===== config.mk =====
export PLATFORM = sky130hd
export DESIGN_NAME = i2c_bitbang_master_unit
export DESIGN_NICKNAME = d
export VERILOG_FILES = /design/src/hw/rtl/i2cbb_pkg.sv /design/src/hw/rtl/i2cbb_step.sv /design/src/hw/rtl/i2c_bitbang_master_unit.sv
export SDC_FILE = /design/constraint.sdc
export NUM_CORES = 1
export LEC_CHECK = 0
export BUFFER_PORTS_ARGS = -buffer_cell sky130_fd_sc_hd__buf_2
export CAP_MARGIN = 25
export CORE_MARGIN = 5
export CORE_UTILIZATION = 45
export CTS_BUF_LIST = sky130_fd_sc_hd__clkbuf_4
export CTS_CLUSTER_DIAMETER = 40
export DETAILED_ROUTE_END_ITERATION = 7
export SYNTH_ARGS = -nofsm -noshare
export SYNTH_HDL_FRONTEND = slang
export SYNTH_SLANG_ARGS = --single-unit

===== constraint.sdc =====
create_clock -name clk -period 4.4 [get_ports clk]
set_input_delay 0.88 -clock clk [delete_from_list [all_inputs] [get_ports clk]]
set_output_delay 0.88 -clock clk [all_outputs]
set_load 0.005 [all_outputs]

===== src/hw/rtl/i2cbb_pkg.sv =====
// ---------------------------------------------------------------------------
// i2cbb_pkg: shared types and constants for the I2C bit-bang master
// Command codes, item layouts and the controller state record.
// ---------------------------------------------------------------------------
package i2cbb_pkg;

    // Field and state widths
    localparam int OP_W    = 3;
    localparam int BYTE_W  = 8;
    localparam int TICK_W  = 10;
    localparam int POLL_W  = 8;
    localparam int PHASE_W = 4;
    localparam int BITC_W  = 4;
    localparam int DELAY_W = 14;

    // Configuration register indexes
    localparam int CFG_IDX_W = 1;
    localparam logic [CFG_IDX_W-1:0] CFG_TICKS_PER_US   = 1'd0;
    localparam logic [CFG_IDX_W-1:0] CFG_ACK_POLL_LIMIT = 1'd1;

    // Configuration reset values
    localparam logic [TICK_W-1:0] TICKS_PER_US_RESET   = 10'd8;
    localparam logic [POLL_W-1:0] ACK_POLL_LIMIT_RESET = 8'd250;

    // Phase in which wait-ack polls SDA
    localparam logic [PHASE_W-1:0] POLL_PHASE = 4'd2;

    // Bits per byte on the bus
    localparam logic [BITC_W-1:0] BITS_PER_BYTE = 4'd8;

    // Bus commands
    typedef enum logic [OP_W-1:0] {
        CMD_NONE  = 3'd0,
        CMD_START = 3'd1,
        CMD_STOP  = 3'd2,
        CMD_WRITE = 3'd3,
        CMD_READ  = 3'd4,
        CMD_WAIT  = 3'd5
    } i2cbb_cmd_t;

    // Input item: one bus tick
    typedef struct packed {
        logic [OP_W-1:0]   operation;
        logic [BYTE_W-1:0] write_data;
        logic              send_ack;
        logic              sda_sampled;
    } i2cbb_in_t;

    // Result item: line drives and status after the tick
    typedef struct packed {
        logic              scl_level;
        logic              sda_level;
        logic              busy_res;
        logic              done_res;
        logic [BYTE_W-1:0] read_byte;
        logic              ack_failed;
    } i2cbb_out_t;

    // Controller state
    typedef struct packed {
        i2cbb_cmd_t         cmd;
        logic [PHASE_W-1:0] phase;
        logic [DELAY_W-1:0] delay;
        logic [BITC_W-1:0]  bit_cnt;
        logic [BYTE_W-1:0]  shift;
        logic [POLL_W-1:0]  poll;
        logic               ack_choice;
        logic               scl_drive;
        logic               sda_drive;
        logic               ack_fail;
    } i2cbb_state_t;

    localparam i2cbb_state_t STATE_RESET = '{
        cmd:        CMD_NONE,
        phase:      '0,
        delay:      '0,
        bit_cnt:    '0,
        shift:      '0,
        poll:       '0,
        ack_choice: 1'b0,
        scl_drive:  1'b1,
        sda_drive:  1'b1,
        ack_fail:   1'b0
    };

    // Step outcome: new state plus completion info
    typedef struct packed {
        i2cbb_state_t st;
        logic         done;
        i2cbb_cmd_t   done_cmd;
    } i2cbb_step_t;

endpackage


===== src/hw/rtl/i2cbb_step.sv =====
// ---------------------------------------------------------------------------
// i2cbb_step: one-tick next-state logic of the I2C master
// Given the current state and one input item, computes the next state and
// the result item. Purely combinational.
// ---------------------------------------------------------------------------
module i2cbb_step (
    input  i2cbb_pkg::i2cbb_state_t           cur,
    input  i2cbb_pkg::i2cbb_in_t              item,
    input  logic [i2cbb_pkg::TICK_W-1:0]      ticks_per_us,
    input  logic [i2cbb_pkg::POLL_W-1:0]      ack_poll_limit,
    output i2cbb_pkg::i2cbb_state_t           nxt,
    output i2cbb_pkg::i2cbb_out_t             res
);

    logic [i2cbb_pkg::TICK_W-1:0]  tick_eff;
    logic [i2cbb_pkg::DELAY_W-1:0] tick_ext;
    logic [i2cbb_pkg::DELAY_W-1:0] dly5;
    logic [i2cbb_pkg::DELAY_W-1:0] dly6;
    logic [i2cbb_pkg::DELAY_W-1:0] dly10;
    i2cbb_pkg::i2cbb_step_t        r;

    // Phase delays: 5, 6 and 10 us by shift and add; zero counts as one
    assign tick_eff = (ticks_per_us == '0) ? i2cbb_pkg::TICK_W'(1) : ticks_per_us;
    assign tick_ext = i2cbb_pkg::DELAY_W'(tick_eff);
    assign dly5     = (tick_ext << 2) + tick_ext;
    assign dly6     = (tick_ext << 2) + (tick_ext << 1);
    assign dly10    = dly5 << 1;

    // Close out the running command
    function automatic i2cbb_pkg::i2cbb_step_t finish(i2cbb_pkg::i2cbb_step_t a);
        i2cbb_pkg::i2cbb_step_t b;
        b             = a;
        b.done        = 1'b1;
        b.done_cmd    = a.st.cmd;
        b.st.cmd      = i2cbb_pkg::CMD_NONE;
        b.st.phase    = '0;
        b.st.delay    = '0;
        return b;
    endfunction

    // Line actions on entry to a phase, and its delay
    function automatic i2cbb_pkg::i2cbb_step_t enter(
        i2cbb_pkg::i2cbb_step_t        a,
        logic                          sda_in,
        logic [i2cbb_pkg::DELAY_W-1:0] d5,
        logic [i2cbb_pkg::DELAY_W-1:0] d6,
        logic [i2cbb_pkg::DELAY_W-1:0] d10
    );
        i2cbb_pkg::i2cbb_step_t b;
        b = a;
        unique case (a.st.cmd)
            i2cbb_pkg::CMD_START:
            begin
                if (a.st.phase == 4'd0)
                begin
                    b.st.scl_drive = 1'b1;
                    b.st.sda_drive = 1'b1;
                    b.st.delay     = d10;
                end
                else if (a.st.phase == 4'd1)
                begin
                    b.st.sda_drive = 1'b0;
                    b.st.delay     = d10;
                end
                else
                begin
                    b.st.scl_drive = 1'b0;
                    b = finish(b);
                end
            end
            i2cbb_pkg::CMD_STOP:
            begin
                if (a.st.phase == 4'd0)
                begin
                    b.st.scl_drive = 1'b0;
                    b.st.sda_drive = 1'b0;
                    b.st.delay     = d10;
                end
                else if (a.st.phase == 4'd1)
                begin
                    b.st.scl_drive = 1'b1;
                    b.st.sda_drive = 1'b1;
                    b.st.delay     = d10;
                end
                else
                begin
                    b = finish(b);
                end
            end
            i2cbb_pkg::CMD_WRITE:
            begin
                if (a.st.phase == 4'd0)
                begin
                    b.st.scl_drive = 1'b0;
                    b.st.sda_drive = a.st.shift[i2cbb_pkg::BYTE_W-1];
                    b.st.shift     = {a.st.shift[i2cbb_pkg::BYTE_W-2:0], 1'b0};
                    b.st.delay     = d5;
                end
                else if (a.st.phase == 4'd1)
                begin
                    b.st.scl_drive = 1'b1;
                    b.st.delay     = d5;
                end
                else if (a.st.phase == 4'd2)
                begin
                    b.st.scl_drive = 1'b0;
                    b.st.delay     = d6;
                end
                else
                begin
                    b = finish(b);
                end
            end
            i2cbb_pkg::CMD_READ:
            begin
                if (a.st.phase == 4'd0)
                begin
                    b.st.scl_drive = 1'b0;
                    b.st.sda_drive = 1'b1;
                    b.st.delay     = d5;
                end
                else if (a.st.phase == 4'd1)
                begin
                    // sample the data bit as SCL is released
                    b.st.scl_drive = 1'b1;
                    b.st.shift     = {a.st.shift[i2cbb_pkg::BYTE_W-2:0], sda_in};
                    b.st.delay     = d5;
                end
                else if (a.st.phase == 4'd3)
                begin
                    b.st.scl_drive = 1'b0;
                    b.st.sda_drive = ~a.st.ack_choice;
                    b.st.delay     = d5;
                end
                else if (a.st.phase == 4'd4)
                begin
                    b.st.scl_drive = 1'b1;
                    b.st.delay     = d6;
                end
                else
                begin
                    b.st.scl_drive = 1'b0;
                    b = finish(b);
                end
            end
            i2cbb_pkg::CMD_WAIT:
            begin
                if (a.st.phase == 4'd0)
                begin
                    b.st.sda_drive = 1'b1;
                    b.st.delay     = d5;
                end
                else if (a.st.phase == 4'd1)
                begin
                    b.st.scl_drive = 1'b1;
                    b.st.delay     = d6;
                end
                else if (a.st.phase == i2cbb_pkg::POLL_PHASE)
                begin
                    b.st.delay = '0;
                end
                else if (a.st.phase == 4'd3)
                begin
                    // timeout: stop sequence
                    b.st.scl_drive = 1'b0;
                    b.st.sda_drive = 1'b0;
                    b.st.delay     = d10;
                end
                else if (a.st.phase == 4'd4)
                begin
                    b.st.scl_drive = 1'b1;
                    b.st.sda_drive = 1'b1;
                    b.st.delay     = d10;
                end
                else
                begin
                    b = finish(b);
                end
            end
            default:
            begin
                b = finish(b);
            end
        endcase
        return b;
    endfunction

    // Next-state for one tick
    always_comb
    begin
        r.st       = cur;
        r.done     = 1'b0;
        r.done_cmd = i2cbb_pkg::CMD_NONE;

        if (cur.cmd == i2cbb_pkg::CMD_NONE)
        begin
            // idle: take a valid command
            if (item.operation >= i2cbb_pkg::OP_W'(i2cbb_pkg::CMD_START) &&
                item.operation <= i2cbb_pkg::OP_W'(i2cbb_pkg::CMD_WAIT))
            begin
                r.st.cmd      = i2cbb_pkg::i2cbb_cmd_t'(item.operation);
                r.st.phase    = '0;
                r.st.bit_cnt  = '0;
                r.st.poll     = '0;
                r.st.ack_fail = 1'b0;
                if (item.operation == i2cbb_pkg::OP_W'(i2cbb_pkg::CMD_WRITE))
                begin
                    r.st.shift = item.write_data;
                end
                else if (item.operation == i2cbb_pkg::OP_W'(i2cbb_pkg::CMD_READ))
                begin
                    r.st.shift      = '0;
                    r.st.ack_choice = item.send_ack;
                end
                r = enter(r, item.sda_sampled, dly5, dly6, dly10);
            end
        end
        else if (cur.cmd == i2cbb_pkg::CMD_WAIT && cur.phase == i2cbb_pkg::POLL_PHASE)
        begin
            // ack poll with SCL high
            if (!item.sda_sampled)
            begin
                r.st.scl_drive = 1'b0;
                r = finish(r);
            end
            else if (cur.poll >= ack_poll_limit)
            begin
                r.st.ack_fail = 1'b1;
                r.st.phase    = 4'd3;
                r = enter(r, item.sda_sampled, dly5, dly6, dly10);
            end
            else
            begin
                r.st.poll = cur.poll + 1'b1;
            end
        end
        else
        begin
            // count down the phase delay, then move on
            if (cur.delay != '0)
            begin
                r.st.delay = cur.delay - 1'b1;
            end
            if (r.st.delay == '0)
            begin
                if ((cur.cmd == i2cbb_pkg::CMD_WRITE && cur.phase == 4'd2) ||
                    (cur.cmd == i2cbb_pkg::CMD_READ && cur.phase == 4'd1))
                begin
                    r.st.bit_cnt = cur.bit_cnt + 1'b1;
                    r.st.phase   = (r.st.bit_cnt < i2cbb_pkg::BITS_PER_BYTE) ? 4'd0 : 4'd3;
                end
                else
                begin
                    r.st.phase = cur.phase + 1'b1;
                end
                r = enter(r, item.sda_sampled, dly5, dly6, dly10);
            end
        end
    end

    // Result item from the new state
    always_comb
    begin
        nxt           = r.st;
        res.scl_level = r.st.scl_drive;
        res.sda_level = r.st.sda_drive;
        res.busy_res  = (r.st.cmd != i2cbb_pkg::CMD_NONE);
        res.done_res  = r.done;
        res.read_byte = (r.done && r.done_cmd == i2cbb_pkg::CMD_READ) ? r.st.shift : '0;
        res.ack_failed = r.done && (r.done_cmd == i2cbb_pkg::CMD_WAIT) && r.st.ack_fail;
    end

endmodule


===== src/hw/rtl/i2c_bitbang_master_unit.sv =====
// An accepted tick's result goes to the output register, or to the skid entry if that is held.
// Throughput: one tick item per cycle while cmd_stall is low; the step logic is a single pass over the state register.
// A two-entry output buffer lets a new tick in while one result waits to be taken.
// Reset: bus lines released, controller idle, ticks_per_us = 8, ack_poll_limit = 250.
// ---------------------------------------------------------------------------
// i2c_bitbang_master_unit: I2C master driving open-drain SCL and SDA
// Start, stop, write byte, read byte and wait-ack sequences, timed in ticks.
// ---------------------------------------------------------------------------
module i2c_bitbang_master_unit (
    input  logic                                 clk,
    input  logic                                 rst_n,
    // tick items
    input  logic                                 cmd_valid,
    output logic                                 cmd_stall,
    input  i2cbb_pkg::i2cbb_in_t                 cmd_item,
    // result items
    output logic                                 res_valid,
    input  logic                                 res_stall,
    output i2cbb_pkg::i2cbb_out_t                res_item,
    // configuration writes
    input  logic                                 cfg_we,
    input  logic [i2cbb_pkg::CFG_IDX_W-1:0]      cfg_index,
    input  logic [i2cbb_pkg::TICK_W-1:0]         cfg_data
);

    logic [i2cbb_pkg::TICK_W-1:0] ticks_per_us_reg;
    logic [i2cbb_pkg::POLL_W-1:0] ack_poll_limit_reg;
    i2cbb_pkg::i2cbb_state_t      state_reg;
    i2cbb_pkg::i2cbb_state_t      state_next;
    i2cbb_pkg::i2cbb_out_t        step_res;
    logic                         out_valid_reg;
    i2cbb_pkg::i2cbb_out_t        out_data_reg;
    logic                         skid_valid_reg;
    i2cbb_pkg::i2cbb_out_t        skid_data_reg;
    logic                         accept;
    logic                         pop;

    assign accept    = cmd_valid && !cmd_stall;
    assign pop       = out_valid_reg && !res_stall;
    assign cmd_stall = skid_valid_reg;
    assign res_valid = out_valid_reg;
    assign res_item  = out_data_reg;

    // Configuration registers
    always_ff @(posedge clk or negedge rst_n)
    begin
        if (!rst_n)
        begin
            ticks_per_us_reg   <= i2cbb_pkg::TICKS_PER_US_RESET;
            ack_poll_limit_reg <= i2cbb_pkg::ACK_POLL_LIMIT_RESET;
        end
        else if (cfg_we)
        begin
            unique case (cfg_index)
                i2cbb_pkg::CFG_TICKS_PER_US:   ticks_per_us_reg <= cfg_data;
                i2cbb_pkg::CFG_ACK_POLL_LIMIT: ack_poll_limit_reg <= cfg_data[i2cbb_pkg::POLL_W-1:0];
                default:                       ;
            endcase
        end
    end

    // Tick logic
    i2cbb_step u_step (
        .cur            (state_reg),
        .item           (cmd_item),
        .ticks_per_us   (ticks_per_us_reg),
        .ack_poll_limit (ack_poll_limit_reg),
        .nxt            (state_next),
        .res            (step_res)
    );

    // Controller state advances once per accepted item
    always_ff @(posedge clk or negedge rst_n)
    begin
        if (!rst_n)
        begin
            state_reg <= i2cbb_pkg::STATE_RESET;
        end
        else if (accept)
        begin
            state_reg <= state_next;
        end
    end

    // Output register with skid entry
    always_ff @(posedge clk or negedge rst_n)
    begin
        if (!rst_n)
        begin
            out_valid_reg  <= 1'b0;
            skid_valid_reg <= 1'b0;
        end
        else if (skid_valid_reg)
        begin
            if (pop)
            begin
                skid_valid_reg <= 1'b0;
            end
        end
        else if (accept)
        begin
            if (out_valid_reg && !pop)
            begin
                skid_valid_reg <= 1'b1;
            end
            else
            begin
                out_valid_reg <= 1'b1;
            end
        end
        else if (pop)
        begin
            out_valid_reg <= 1'b0;
        end
    end

    // Result payloads
    always_ff @(posedge clk)
    begin
        if (skid_valid_reg)
        begin
            if (pop)
            begin
                out_data_reg <= skid_data_reg;
            end
        end
        else if (accept)
        begin
            if (out_valid_reg && !pop)
            begin
                skid_data_reg <= step_res;
            end
            else
            begin
                out_data_reg <= step_res;
            end
        end
    end

endmodule

### Word level (Yosys, flattened, before mapping)

Cells that the tools add are included.

* add/subtract/negate cells: 6
* $lt $le $gt $ge: 4
* eq/ne operators: 25
* mux-type cells: 97
* bitwise gates (word level): 3
* reductions and logical operators: 36

Operators with widths (count)
* $pmux W49 S5: 2
* $mux W49: 5
* $mux W14: 17
* $pmux W49 S3: 1
* $mux W7: 13
* $mux W4: 14
* $mux W8: 7
* $mux W13: 4
* $mux W33: 1
* $eq A3 B3 Y1 const B: 6
* $mux W1: 18
* $mux W2: 9
* $mux W17: 1
* $reduce_and A3 Y1: 5
* $logic_not A14 Y1: 1
* $reduce_bool A14 Y1: 1
* $sub A14 B1 Y14 const B: 1
* $add A12 B10 Y13: 1
* $add A12 B11 Y13: 1
* $eq A3 B2 Y1 const B: 4
* $eq A4 B2 Y1 const B: 3
* $mux W6: 2
* $logic_and A1 B1 Y1: 10
* $logic_not A10 Y1: 1
* 24 further kinds: 43

* register bits after elaboration: 91
* input bits: 29
* output and inout bits: 15
* word-level logic and storage cells: 197

### Depth between registers and ports, before layout

Gate-level depths: netlist of the first run.

* depth in word-level cells: 24
* depth in mapped cells: 17
* mapped depth without buffers: 17

### Hierarchy

From an unflattened synthesis of the first run, not the netlist that was laid out.

* cells, all modules: 958
* area total of the unflattened synthesis: 8358.0 um2

Modules (own cells, without submodules)
* i2cbb_step: times used 1, cells each 771, area an instance 4745.8 um2, sequential area each 0.0 um2
* i2c_bitbang_master_unit: times used 1, cells each 187, area an instance 3612.2 um2, sequential area each 2418.6 um2

### Worst setup path after synthesis of the first run

OpenSTA, ideal clock, no wires.

* path type: register to register
* start: register ticks_per_us_reg[8] (netlist bit)
* end: register state_reg[33] (netlist bit)
* library setup time: 65 ps
* data arrival time: 3614 ps
* data required time: 4335 ps
* slack: 721 ps
* stages on the path, launching flop included: 18
* path buffers: 0
* clock period less this slack: 3679 ps
* path through: dfrtp_1 > inv_1 > ha_1 > nand4_1 > nor3_1 > nor2_1 > inv_1 > ha_1 > inv_1 > fa_1 > nor2b_1 > o2111ai_1 > nand3b_1 > xor2_1 > a21oi_1 > or3_1 > nand4_1 > o221a_2

* cells in the longest elaborated chain, start to end: 12
* elaborated cells on any way between the ends: 27
* those cells by class: add/sub (2); mux (24); reduce/logical (1)

Ends and longest elaborated chain
* start: declaration: line i2c_bitbang_master_unit.sv:26 `logic [i2cbb_pkg::TICK_W-1:0] ticks_per_us_reg;`
* start signal: assignment: line i2c_bitbang_master_unit.sv:49 `ticks_per_us_reg <= i2cbb_pkg::TICKS_PER_US_RESET;`
* start signal: assignment: line i2c_bitbang_master_unit.sv:55 `i2cbb_pkg::CFG_TICKS_PER_US: ticks_per_us_reg <= cfg_data;`
* $logic_not A10 Y1: line i2cbb_step.sv:23 `assign tick_eff = (ticks_per_us == '0) ? i2cbb_pkg::TICK_W'(1) : ticks_per_us;`
* $mux W10 (*): line i2cbb_step.sv:23
* $add A12 B10 Y13: line i2cbb_step.sv:25 `assign dly5 = (tick_ext << 2) + tick_ext;`
* $mux W14: line i2cbb_step.sv:169 `else if (a.st.phase == 4'd4)`
* $mux W14: line i2cbb_step.sv:162 `else if (a.st.phase == 4'd3)`
* $mux W14: line i2cbb_step.sv:158 `else if (a.st.phase == i2cbb_pkg::POLL_PHASE)`
* $mux W14: line i2cbb_step.sv:153 `else if (a.st.phase == 4'd1)`
* $mux W14: line i2cbb_step.sv:148 `if (a.st.phase == 4'd0)`
* $pmux W49 S5: line i2cbb_step.sv:51 `unique case (a.st.cmd)`
* $mux W49: line i2cbb_step.sv:244 `if (r.st.delay == '0)`
* $mux W49: line i2cbb_step.sv:218 `else if (cur.cmd == i2cbb_pkg::CMD_WAIT && cur.phase == i2cbb_pkg::POLL_PHASE)`
* $mux W49 (*): line i2cbb_step.sv:195 `if (cur.cmd == i2cbb_pkg::CMD_NONE)`
* end signal: assignment: line i2c_bitbang_master_unit.sv:77 `state_reg <= i2cbb_pkg::STATE_RESET;`
* end signal: assignment: line i2c_bitbang_master_unit.sv:81 `state_reg <= state_next;`
* end: declaration: line i2c_bitbang_master_unit.sv:28 `i2cbb_pkg::i2cbb_state_t state_reg;`

Every way passes the cells marked *; elsewhere a longest branch is shown, timed or not. The select of a mux whose other input is x is not followed.
A chain may end at the register's enable or synchronous reset.

### Worst setup path after layout of the first run

* start: register ticks_per_us_reg[8] (netlist bit)
* end: register state_reg[36] (netlist bit)

The elaborated chain is that of the path after synthesis.

==> results.md, run 1 <==
- Setup crit end kind: flip-flop
- CTS sink cnt: 91
- CP bufs+invs: 2
- DR vias: 8,380
- Final worst setup slack: between 0.3 and 0.4 ns
- Register bit total from synthesis: 91
- CP Max Fanout: 6
- Clk slew on worst S/H paths: 0.17 ns
- Clock latency at the later pin of the worst-skew pair: 0.50 ns
- H-tree levels: 3
- Hold Path Class: input port to async pin
- Final period utilization: 0.911
- Register area share after synthesis: 0.290
- Cell family with most CP delay: compound AO/OA/AOI/OAI gates
- Vias per cell: 6.47
- Final Critical Period: 4.01 ns
- Sum Neg Setup Slack: 0 ns
- Slowest CP cell: mux2i_1
- Max reg flops: 45
- # DRC: 0
- Initial detailed-routing violation count: 1,145
- Distinct cells, synth: 96
- Gr ovfl total: 0
- Initial Util: 0.461
- Critical Path RT: 4.79 ns
- Worst Tran Pin Value: 0.873 ns
- Worst setup path class: flip-flop to flip-flop
- Post CTS Setup Buffer Count: 0
- PostCTS Resize Cnt: 0
- Post-synth EDFFs: 26
- Hold buffer count at cts: 0
- Area Growth Syn to Fin: 7.52%
- Synthesis Warnings: 0
- Die area: 21,300 sq um
- Setup violators final: 0
- Ys async rst share: 0.714
- Setup Skew: 0.0152 ns
- Post-synth top area share: 0.168
- I/O pin cnt: 44
- Port Buffer Count: between 40 and 50
- Cts bufs inserted: 9
- Ys flop type: dfrtp_1
- Highest clock rate: 0.249 GHz
- PwrDens: 527 nW/um^2
- Synth top cells by count: 102 x nand2_1, 96 x nor2_1, 87 x o21ai_0
- Leak: approximately 3.5 nW
- Total GRT Usage: 0.255
- DR WL/cell: 21.6 um
- Gpl congestion: 1.00
- Post-Syn Nets: 1,097
- Pre-CTS WS: 0.522 ns
- Final Hold Viols: 0
- Worst vdd ir: 193 uV
- Vias in the first global route: between 7,000 and 8,000
- Die extent in x: 146 um
- Dominant cell by count in the synthesized netlist: nand2_1
- RSZ-0062 raised after global routing: no
- Largest cells by area after synthesis: dfrtp_1 17%, edfxtp_1 9.4%, ha_1 5.7%
- Mapped Avg Cell Area: 8.11 sq um
- CTS tree: yes
- Largest net degree at the start of global routing: 48
- Antenna Violating Nets Remaining: 0
- Bufs on Longest Clock Path: 2
- Worst path cell trace: inv_1, ha_1, nand4_1, or3_1, nand2_1, inv_1, ha_1, a211oi_1, o21ai_0, a32oi_1, mux2i_1, a21oi_1, a211oi_1, o2bb2ai_1, a21oi_1
- Slew Viols, Final: 0
- Syn Inst Count: ~1,000
- Max_cap viols: 0
- Post-synthesis cell area: 8330 sq um
- Clk Tree Root Cell: clkbuf_4
- Post-DP HPWL: 21,000 um
- Die Ht: 146 um
- First-pass GRT wire length: 44,100 um
- CP arrival: 4.40 ns
- Post-synth top area cell: dfrtp_1
- Initial antenna violation count: 1
- Critical Path Source Type: flip-flop
- Row count: 49
- DR pass1 iterations: 6
- Layout net count: 1,129
- Ratio of cells with drive above 1 in the final layout: 0.146
- Core area: 18,100 sq um
- Crit-path max cell delay: 0.53 ns
- Final WL: 27,900 um
- Status: finished clean
- Slew HR: 0.415
==> cell usage in the layout (no fill, tap or decap), drive strengths merged, types with 21 or more instances in the layout <==
| cell | count |
|---|---|
| nand2 | 102 |
| nor2 | 100 |
| o21ai | 99 |
| a21oi | 87 |
| buf | 78 |
| dfrtp | 56 |
| inv | 54 |
| ha | 38 |
| edfxtp | 26 |
| nor3 | 25 |
| nand3 | 21 |
| a211oi | 21 |
==> where the power goes <==
part / switching, mW / leakage [nW] / total (mW) / internal (mW)
Combinational: 1.79 / 2.39 / 2.79 / 1.00
Clock: 0.338 / 0.0793 / 0.525 / 0.187
Sequential: 0.292 / 1.06 / 1.40 / 1.11
Total: 2.42 / 3.52 / 4.72 / 2.30
==> final timing paths <==
check                                         start       endpoint  slack (ns)  depth (start not counted)
worst max-delay path            ticks_per_us_reg[8]  state_reg[36]        0.39                         15
worst min-delay path                          rst_n  state_reg[41]        0.29                          1
worst max register to register  ticks_per_us_reg[8]  state_reg[36]        0.39                         15
worst min register to register         state_reg[0]   state_reg[0]        0.53                          1
max in group asynchronous                     rst_n  state_reg[15]        3.09                          2
min in group clk                       state_reg[0]   state_reg[0]        0.53                          1
==> metal layers <==
layer | part of all wire | vias to the layer above | track usage
li1 | - | 3958 | -
met1 | 0.48 | 3992 | 0.396
met2 | 0.42 | 380 | 0.365
met3 | 0.085 | 50 | 0.0474
met4 | 0.019 | 0 | 0.0626
met5 | 0 | - | 0
==> per-stage QoR <==
stage          utilization  instances  hold slack, ns  total power, mW  area, sq um
2_1_floorplan            -       1028           0.465             3.29         8330
3_3_place_gp         0.486       1275           0.486             4.09         8790
3_5_place_dp         0.487       1277           0.489             4.10         8800
4_1_cts              0.495       1293           0.281             4.64         8950
5_1_grt              0.495       1296           0.324             5.03         8960
6_report             0.495       1296           0.291             4.72         8960
==> worst register-to-register path: cells and delay by family, from the launching register on <==
kind | cells | cell delay, ns
compound gates | 7 | 1.61
fa+ha+maj | 2 | 0.48
buf+inv | 2 | 0.22
flops | 1 | 0.43
mux | 1 | 0.53
simple gates | 3 | 0.65
==> logic make-up after synthesis <==
kind of cell	share of synthesized area
AOI/OAI and AO/OA	0.307
xor gates and xnor gates	0.0284
adders and majority gates	0.0619
buffers and inverters	0.0578
DFF	0.290
muxes	0.0356
and+or+nand+nor	0.220
==> cell type report <==
class / count / area (sq um)
fillers: 1782 / 9130
multi-input cells: 828 / 5430
flip-flops and latches: 91 / 2420
repair buffers: 78 / 475
well taps: 229 / 287
inverters: 52 / 195
clock buffers: 10 / 75.1
clock inverters: 6 / 71.3
diodes: 2 / 5.00
No activity file was read; power rests on OpenSTA's default activity.
==> inputs of run 2 (changes only) <==
--- a/config.mk
+++ b/config.mk
@@ -5,13 +5,16 @@
 export SDC_FILE = /design/constraint.sdc
 export NUM_CORES = 1
 export LEC_CHECK = 0
+export ABC_AREA = 1
 export BUFFER_PORTS_ARGS = -buffer_cell sky130_fd_sc_hd__buf_2
 export CAP_MARGIN = 25
 export CORE_MARGIN = 5
-export CORE_UTILIZATION = 45
+export CORE_UTILIZATION = 55
 export CTS_BUF_LIST = sky130_fd_sc_hd__clkbuf_4
 export CTS_CLUSTER_DIAMETER = 40
 export DETAILED_ROUTE_END_ITERATION = 7
+export PLACE_DENSITY = 0.73
 export SYNTH_ARGS = -nofsm -noshare
 export SYNTH_HDL_FRONTEND = slang
+export SYNTH_HIERARCHICAL = 1
 export SYNTH_SLANG_ARGS = --single-unit
==> results.md, run 2 <==
- Port Buffer Count: 43
- Distinct cells, synth: 55
- Cell family with most CP delay: simple AND/OR/NAND/NOR gates
- Die Ht: 137 um
- Register-to-Register Path Depth: 21
- Initial antenna violation count: 3
- Final Critical Period: a little under 4 ns
- Setup Skew: 0.0254 ns
- Vias in the first global route: 8,741
- Worst path cell trace: inv_1, ha_1, nand2_1, nor2_1, nand2_1, inv_1, nor2_1, ha_1, inv_1, fa_1, o21ai_0, nand2_1, nand2_1, nand3_1, o21ai_0, o21ai_0, o21ai_0, inv_1, a21boi_1, nand3_1, nand2_1
- Met3 wire length: 2980 um
- Ys async rst share: 0.714
- Gr ovfl total: 0
- Ratio of cells with drive above 1 in the final layout: 0.0972
- H-tree levels: 3
- Synthesis Warnings: 6
- Levels on crit path: 21
- Top Metal Used: met5
- Worst setup path startpoint: ticks_per_us_reg[8]
- CTS sink cnt: between 90 and 100
- Met2 routed WL: approximately 13,000 um
- RSZ-0062 raised after global routing: no
- DR WL/cell: 17.6 um
- PostCTS Resize Cnt: 0
- Max reg flops: 45
- Initial Util: 0.560
- Total GRT Usage: 0.326
- Area Growth Syn to Fin: 5.93%
- Vias per cell: roughly 5.7
- Post-synth EDFFs: 26
- CP arrival: 4.31 ns
- # DRC: 0
- Clk Tree Root Cell: clkbuf_4
- Reg area: between 2000 and 2500 sq um
- Antenna Violating Nets Remaining: 0
- Slew HR: 0.525
- Cts bufs inserted: 9
- # fillers: 1,644
- Slowest CP cell: dfrtp_1
- Setup crit end kind: flip-flop
- Hold buffer count at cts: 0
- Post-synth top area cell: nand2_1
- Max_cap viols: 0
- I/O pin cnt: 44
- Synth top cells by count: 540 x nand2_1, 163 x nand3_1, 156 x inv_1
- Leak: 5.01 nW
- Critical Path RT: 4.83 ns
- Mapped Avg Cell Area: just over 6 sq um
- Gpl congestion: roughly 1.0
- Slew Viols, Final: 0
- Reg2reg start: ticks_per_us_reg[8]
- Post-synth top area share: 0.228
- Core area: 15,900 sq um
- Sum Neg Setup Slack: 0 ns
- Row count: 46
- Highest clock rate: 0.258 GHz
- Post CTS Setup Buffer Count: 0
- Worst Tran Pin Value: roughly 0.7 ns
- DR vias: 9,745
- Bufs on Longest Clock Path: 2
- Wl on met1: 13,400 um
- Final period utilization: 0.881
- Largest cells by area after synthesis: nand2_1 23%, dfrtp_1 16%, nand3_1 9.2%
- Post-DP HPWL: 22,500 um
- Critical Path Source Type: flip-flop
- Setup violators final: 0
- Register bit total from synthesis: between 90 and 100
- Die extent in x: 137 um
- Initial detailed-routing violation count: between 1,000 and 1,500
- First-pass GRT wire length: 47,800 um
- Post-synthesis cell area: 8900 sq um
- PwrDens: 530 nW/um^2
- Die area: ~19,000 sq um
- Dominant cell by count in the synthesized netlist: nand2_1
- Crit-path max cell delay: roughly 0.53 ns
- Ys flop type: dfrtp_1
- Status: finished clean
- DR pass1 iterations: 6
- Post-Syn Nets: 1,511
- Clk slew on worst S/H paths: about 0.16 ns
- Most frequent CP cell: nand2_1
- Worst setup path class: flip-flop to flip-flop
- Multi-input logic area: 5580 sq um
- CTS tree: yes
- Syn Inst Count: 1,445
- CP bufs+invs: 4
- Final Hold Viols: 0
- Register area share after synthesis: 0.272
- Worst vdd ir: 314 uV
- Final WL: approximately 30,000 um
- CP Max Fanout: 10
- Leading cell type in the layout, fill and taps excluded: nand2_1
- Clock latency at the later pin of the worst-skew pair: 0.48 ns
- Layout net count: 1,542
- Power Total: 5.00 mW
- Most frequent cells in the layout: 540 x nand2_1, 163 x nand3_1, 156 x inv_1
- Largest net degree at the start of global routing: 60
- Hold Path Class: input port to async pin
-- run 2: cell types whose count changed after synthesis, moves of 16 or more --
cell and delta:
a21oi_1 -41, nor3_1 -16, nand3_1 +142, a211oi_1 -20, nand2_1 +438, mux2_2 -17
clkbuf_1 -23, xnor2_1 -16, inv_1 +106, nor2_1 +27
-- run 2: power breakdown --
part | switching, mW | total (mW) | internal (mW)
clock network | 0.329 | 0.458 | 0.129
logic | 2.18 | 3.14 | 0.963
registers | 0.277 | 1.40 | 1.12
total | 2.78 | 5.00 | 2.21
-- run 2: worst register-to-register path: stages, from the launching register on --
cell	delay, ns
dfrtp_1	0.53
inv_1	0.11
ha_1	0.21
nand2_1	0.06
nor2_1	0.04
nand2_1	0.21
inv_1	0.14
nor2_1	0.31
ha_1	0.21
inv_1	0.08
fa_1	0.48
o21ai_0	0.23
nand2_1	0.10
nand2_1	0.12
nand3_1	0.22
o21ai_0	0.20
o21ai_0	0.09
o21ai_0	0.14
inv_1	0.05
a21boi_1	0.14
nand3_1	0.08
nand2_1	0.10
-- run 2: stage by stage --
| stage | util | hold slack [ns] | setup WS (ns) | cells | cell area (sq um) |
|---|---|---|---|---|---|
| global route | 0.594 | 0.301 | 0.0868 | 1699 | 9430 |
| global placement | 0.584 | 0.453 | 0.794 | 1679 | 9270 |
| detailed placement | 0.584 | 0.455 | 0.611 | 1680 | 9280 |
| finish | 0.594 | 0.302 | 0.525 | 1699 | 9430 |
| CTS | 0.592 | 0.476 | 0.584 | 1696 | 9400 |
| floorplan | - | 0.442 | 1.14 | 1445 | 8900 |
-- run 2: worst paths after layout --
kind	endpoint	slack [ns]
setup / recovery	state_reg[37]	0.52
hold / removal	state_reg[34]	0.30
setup reg to reg	state_reg[37]	0.52
hold reg to reg	ack_poll_limit_reg[3]	0.47
max in group asynchronous	state_reg[2]	3.10
min in group clk	ack_poll_limit_reg[3]	0.47
-- run 2: layer usage --
layer,global-route usage,up-vias
met5,0,-
met4,0.0765,2
met3,0.0636,52
met2,0.496,494
met1,0.479,4427
li1,-,4770
-- run 2: kinds of logic after synthesis --
kind of cell	synth area share
flops	0.272
buf+inv	0.102
mux	0.00112
fa+ha+maj	0.0537
simple gates	0.435
xor+xnor	0.0118
compound gates	0.125
-- run 2: final cells by class --
cell class                 count  area share
antenna                        2    0.000531
clock buffer                  10     0.00796
clock inverter                 6     0.00544
inverter                     174      0.0695
multi-input combinational   1137       0.591
tap                          216      0.0287
timing repair buffer          63      0.0401
sequential                    91       0.257
==> inputs of run 3 (changes only) <==
--- a/config.mk
+++ b/config.mk
@@ -6,14 +6,15 @@
 export NUM_CORES = 1
 export LEC_CHECK = 0
 export ABC_AREA = 1
-export BUFFER_PORTS_ARGS = -buffer_cell sky130_fd_sc_hd__buf_2
 export CAP_MARGIN = 25
-export CORE_MARGIN = 5
-export CORE_UTILIZATION = 55
+export CELL_PAD_IN_SITES_DETAIL_PLACEMENT = 1
+export CELL_PAD_IN_SITES_GLOBAL_PLACEMENT = 2
+export CORE_UTILIZATION = 36
 export CTS_BUF_LIST = sky130_fd_sc_hd__clkbuf_4
 export CTS_CLUSTER_DIAMETER = 40
 export DETAILED_ROUTE_END_ITERATION = 7
-export PLACE_DENSITY = 0.73
+export DONT_BUFFER_PORTS = 1
+export PLACE_DENSITY_LB_ADDON = 0.1
 export SYNTH_ARGS = -nofsm -noshare
 export SYNTH_HDL_FRONTEND = slang
 export SYNTH_HIERARCHICAL = 1
==> results.md, run 3 (synthesis gave the netlist of run 2 again) <==
- Status: finished clean
- CP bufs+invs: 5
- Setup crit end kind: flip-flop
- First-pass GRT wire length: approximately 55,000 um
- Initial antenna violation count: 1
- Clk slew on worst S/H paths: 0.19 ns
- Critical Path Source Type: flip-flop
- CTS sink cnt: a little over 90
- Die extent in x: 159 um
- Post-DP HPWL: 26,500 um
- Vias in the first global route: roughly 9,600
- CP arrival: 4.30 ns
- Final WL: 34,800 um
- Dpl cell area: 9240 sq um
- Sum Neg Setup Slack: 0 ns
- Die area: about 25,000 sq um
- Power Total: slightly above 5 mW
- Ratio of cells with drive above 1 in the final layout: 0.0749
- Final period utilization: 0.885
- Worst path cell trace: inv_1, ha_1, nand2_1, nor2_1, nand2_1, inv_2, nor2_1, inv_1, ha_1, inv_1, fa_1, o21ai_0, or2_2, nand2_1, inv_1, a22oi_1, nand3_1, nand2_1, nand2_1, nand2_1, nand2_1, nand3_1, nand2_1
- Worst Tran Pin Value: 0.980 ns
- Slowest CP cell: dfstp_2
- Most frequent CP cell: nand2_1
- Row count: 57
- Vias per cell: 5.45
- Total GRT Usage: 0.279
- Bufs on Longest Clock Path: 2
- CTS tree: yes
- Port Buffer Count: 0
- Cell family with most CP delay: simple AND/OR/NAND/NOR gates
- Setup violators final: 0
- Initial Util: 0.366
- I/O pin cnt: 44
- # DRC: 0
- Critical Path RT: 4.80 ns
- H-tree levels: 3
- Max_cap viols: 0
- Finished Cell Area: approximately 9400 sq um
- Max reg flops: 45
- Area Growth Syn to Fin: 5.47%
- Worst setup path startpoint: ticks_per_us_reg[3]
- Slew Viols, Final: 0
- Most frequent cells in the layout: 540 x nand2_1, 163 x nand3_1, 155 x inv_1
- Leading cell type in the layout, fill and taps excluded: nand2_1
- Slew HR: 0.344
- Core area: roughly 24,000 sq um
- Cts bufs inserted: 9
- Initial detailed-routing violation count: just under 700
- Worst vdd ir: 235 uV
- Gpl congestion: just over 0.9
- Hold Path Class: input port to async pin
- CP Max Fanout: 10
- DR vias: approximately 9,600
- Clock latency at the later pin of the worst-skew pair: 0.51 ns
- Setup Skew: 0.0337 ns
- DR pass1 iterations: 5
- PwrDens: roughly 550 nW/um^2
- FF-to-FF setup slack: 0.51 ns
- Clk Tree Root Cell: clkbuf_4
- Final Hold Viols: 0
- Layout net count: 1,503
- RSZ-0062 raised after global routing: no
- Crit-path max cell delay: 0.58 ns
- Antenna Violating Nets Remaining: 0
- Die Ht: 159 um
- Highest clock rate: 0.257 GHz
- Hold buffer count at cts: 0
- Largest net degree at the start of global routing: 66
- Reg2reg start: ticks_per_us_reg[3]
- Leak: 4.87 nW
- DR WL/cell: 19.7 um
- Final Critical Period: 3.89 ns
- Gr ovfl total: 0
- Worst setup path class: flip-flop to flip-flop
## run 3: changes by cell type in the layout (fill, tap and decap cells not counted), sizes merged
cell	previous run	this run
buf	63	24
bufinv	0	1
clkinvlp	3	1
diode	2	1
inv	173	174
## run 3: final timing paths
kind / end / depth (start not counted)
setup reg to reg: state_reg[32] / 23
max in group asynchronous: ack_poll_limit_reg[3] / 0
setup / recovery: state_reg[32] / 23
min in group clk: ack_poll_limit_reg[1] / 2
hold reg to reg: ack_poll_limit_reg[3] / 2
hold / removal: state_reg[14] / 0
## run 3: stage by stage
stage / hold slack [ns] / instances / setup slack, ns / utilization
5_1_grt: 0.00683 / 1767 / 0.0572 / 0.386
3_5_place_dp: 0.457 / 1750 / 0.537 / 0.380
4_1_cts: 0.0126 / 1766 / 0.463 / 0.386
3_3_place_gp: 0.453 / 1750 / 0.722 / 0.380
2_1_floorplan: 0.442 / 1445 / 1.14 / -
6_report: 0.0354 / 1767 / 0.506 / 0.386
## run 3: routing by layer
metal	vias up	GRT usage	routed length (um)
met5	-	0	0
met4	0	0.0695	602
met3	36	0.0445	1960
met2	243	0.452	15800
met1	4659	0.387	16500
li1	4692	-	-
## run 3: power by group
part / internal [mW] / leakage (nW) / switching, mW
logic: 0.929 / 3.72 / 2.23
clock network: 0.187 / 0.0793 / 0.360
registers: 1.12 / 1.07 / 0.311
total: 2.24 / 4.87 / 2.91
## run 3: final cells by class
class                   instances  area [sq um]
clock inverters                 6          71.3
clock buffers                  10          75.1
diodes                          1          2.50
multi-input cells            1137          5580
repair buffers                 24           180
well taps                     324           405
inverters                     174           656
fillers                      3306         14900
flip-flops and latches         91          2420
## run 3: repair_timing
item | 4_1_cts | 5_1_grt
setup endpoints to repair | 0 | 1
resized for setup | 0 | 3
buffers inserted | 0 | 0
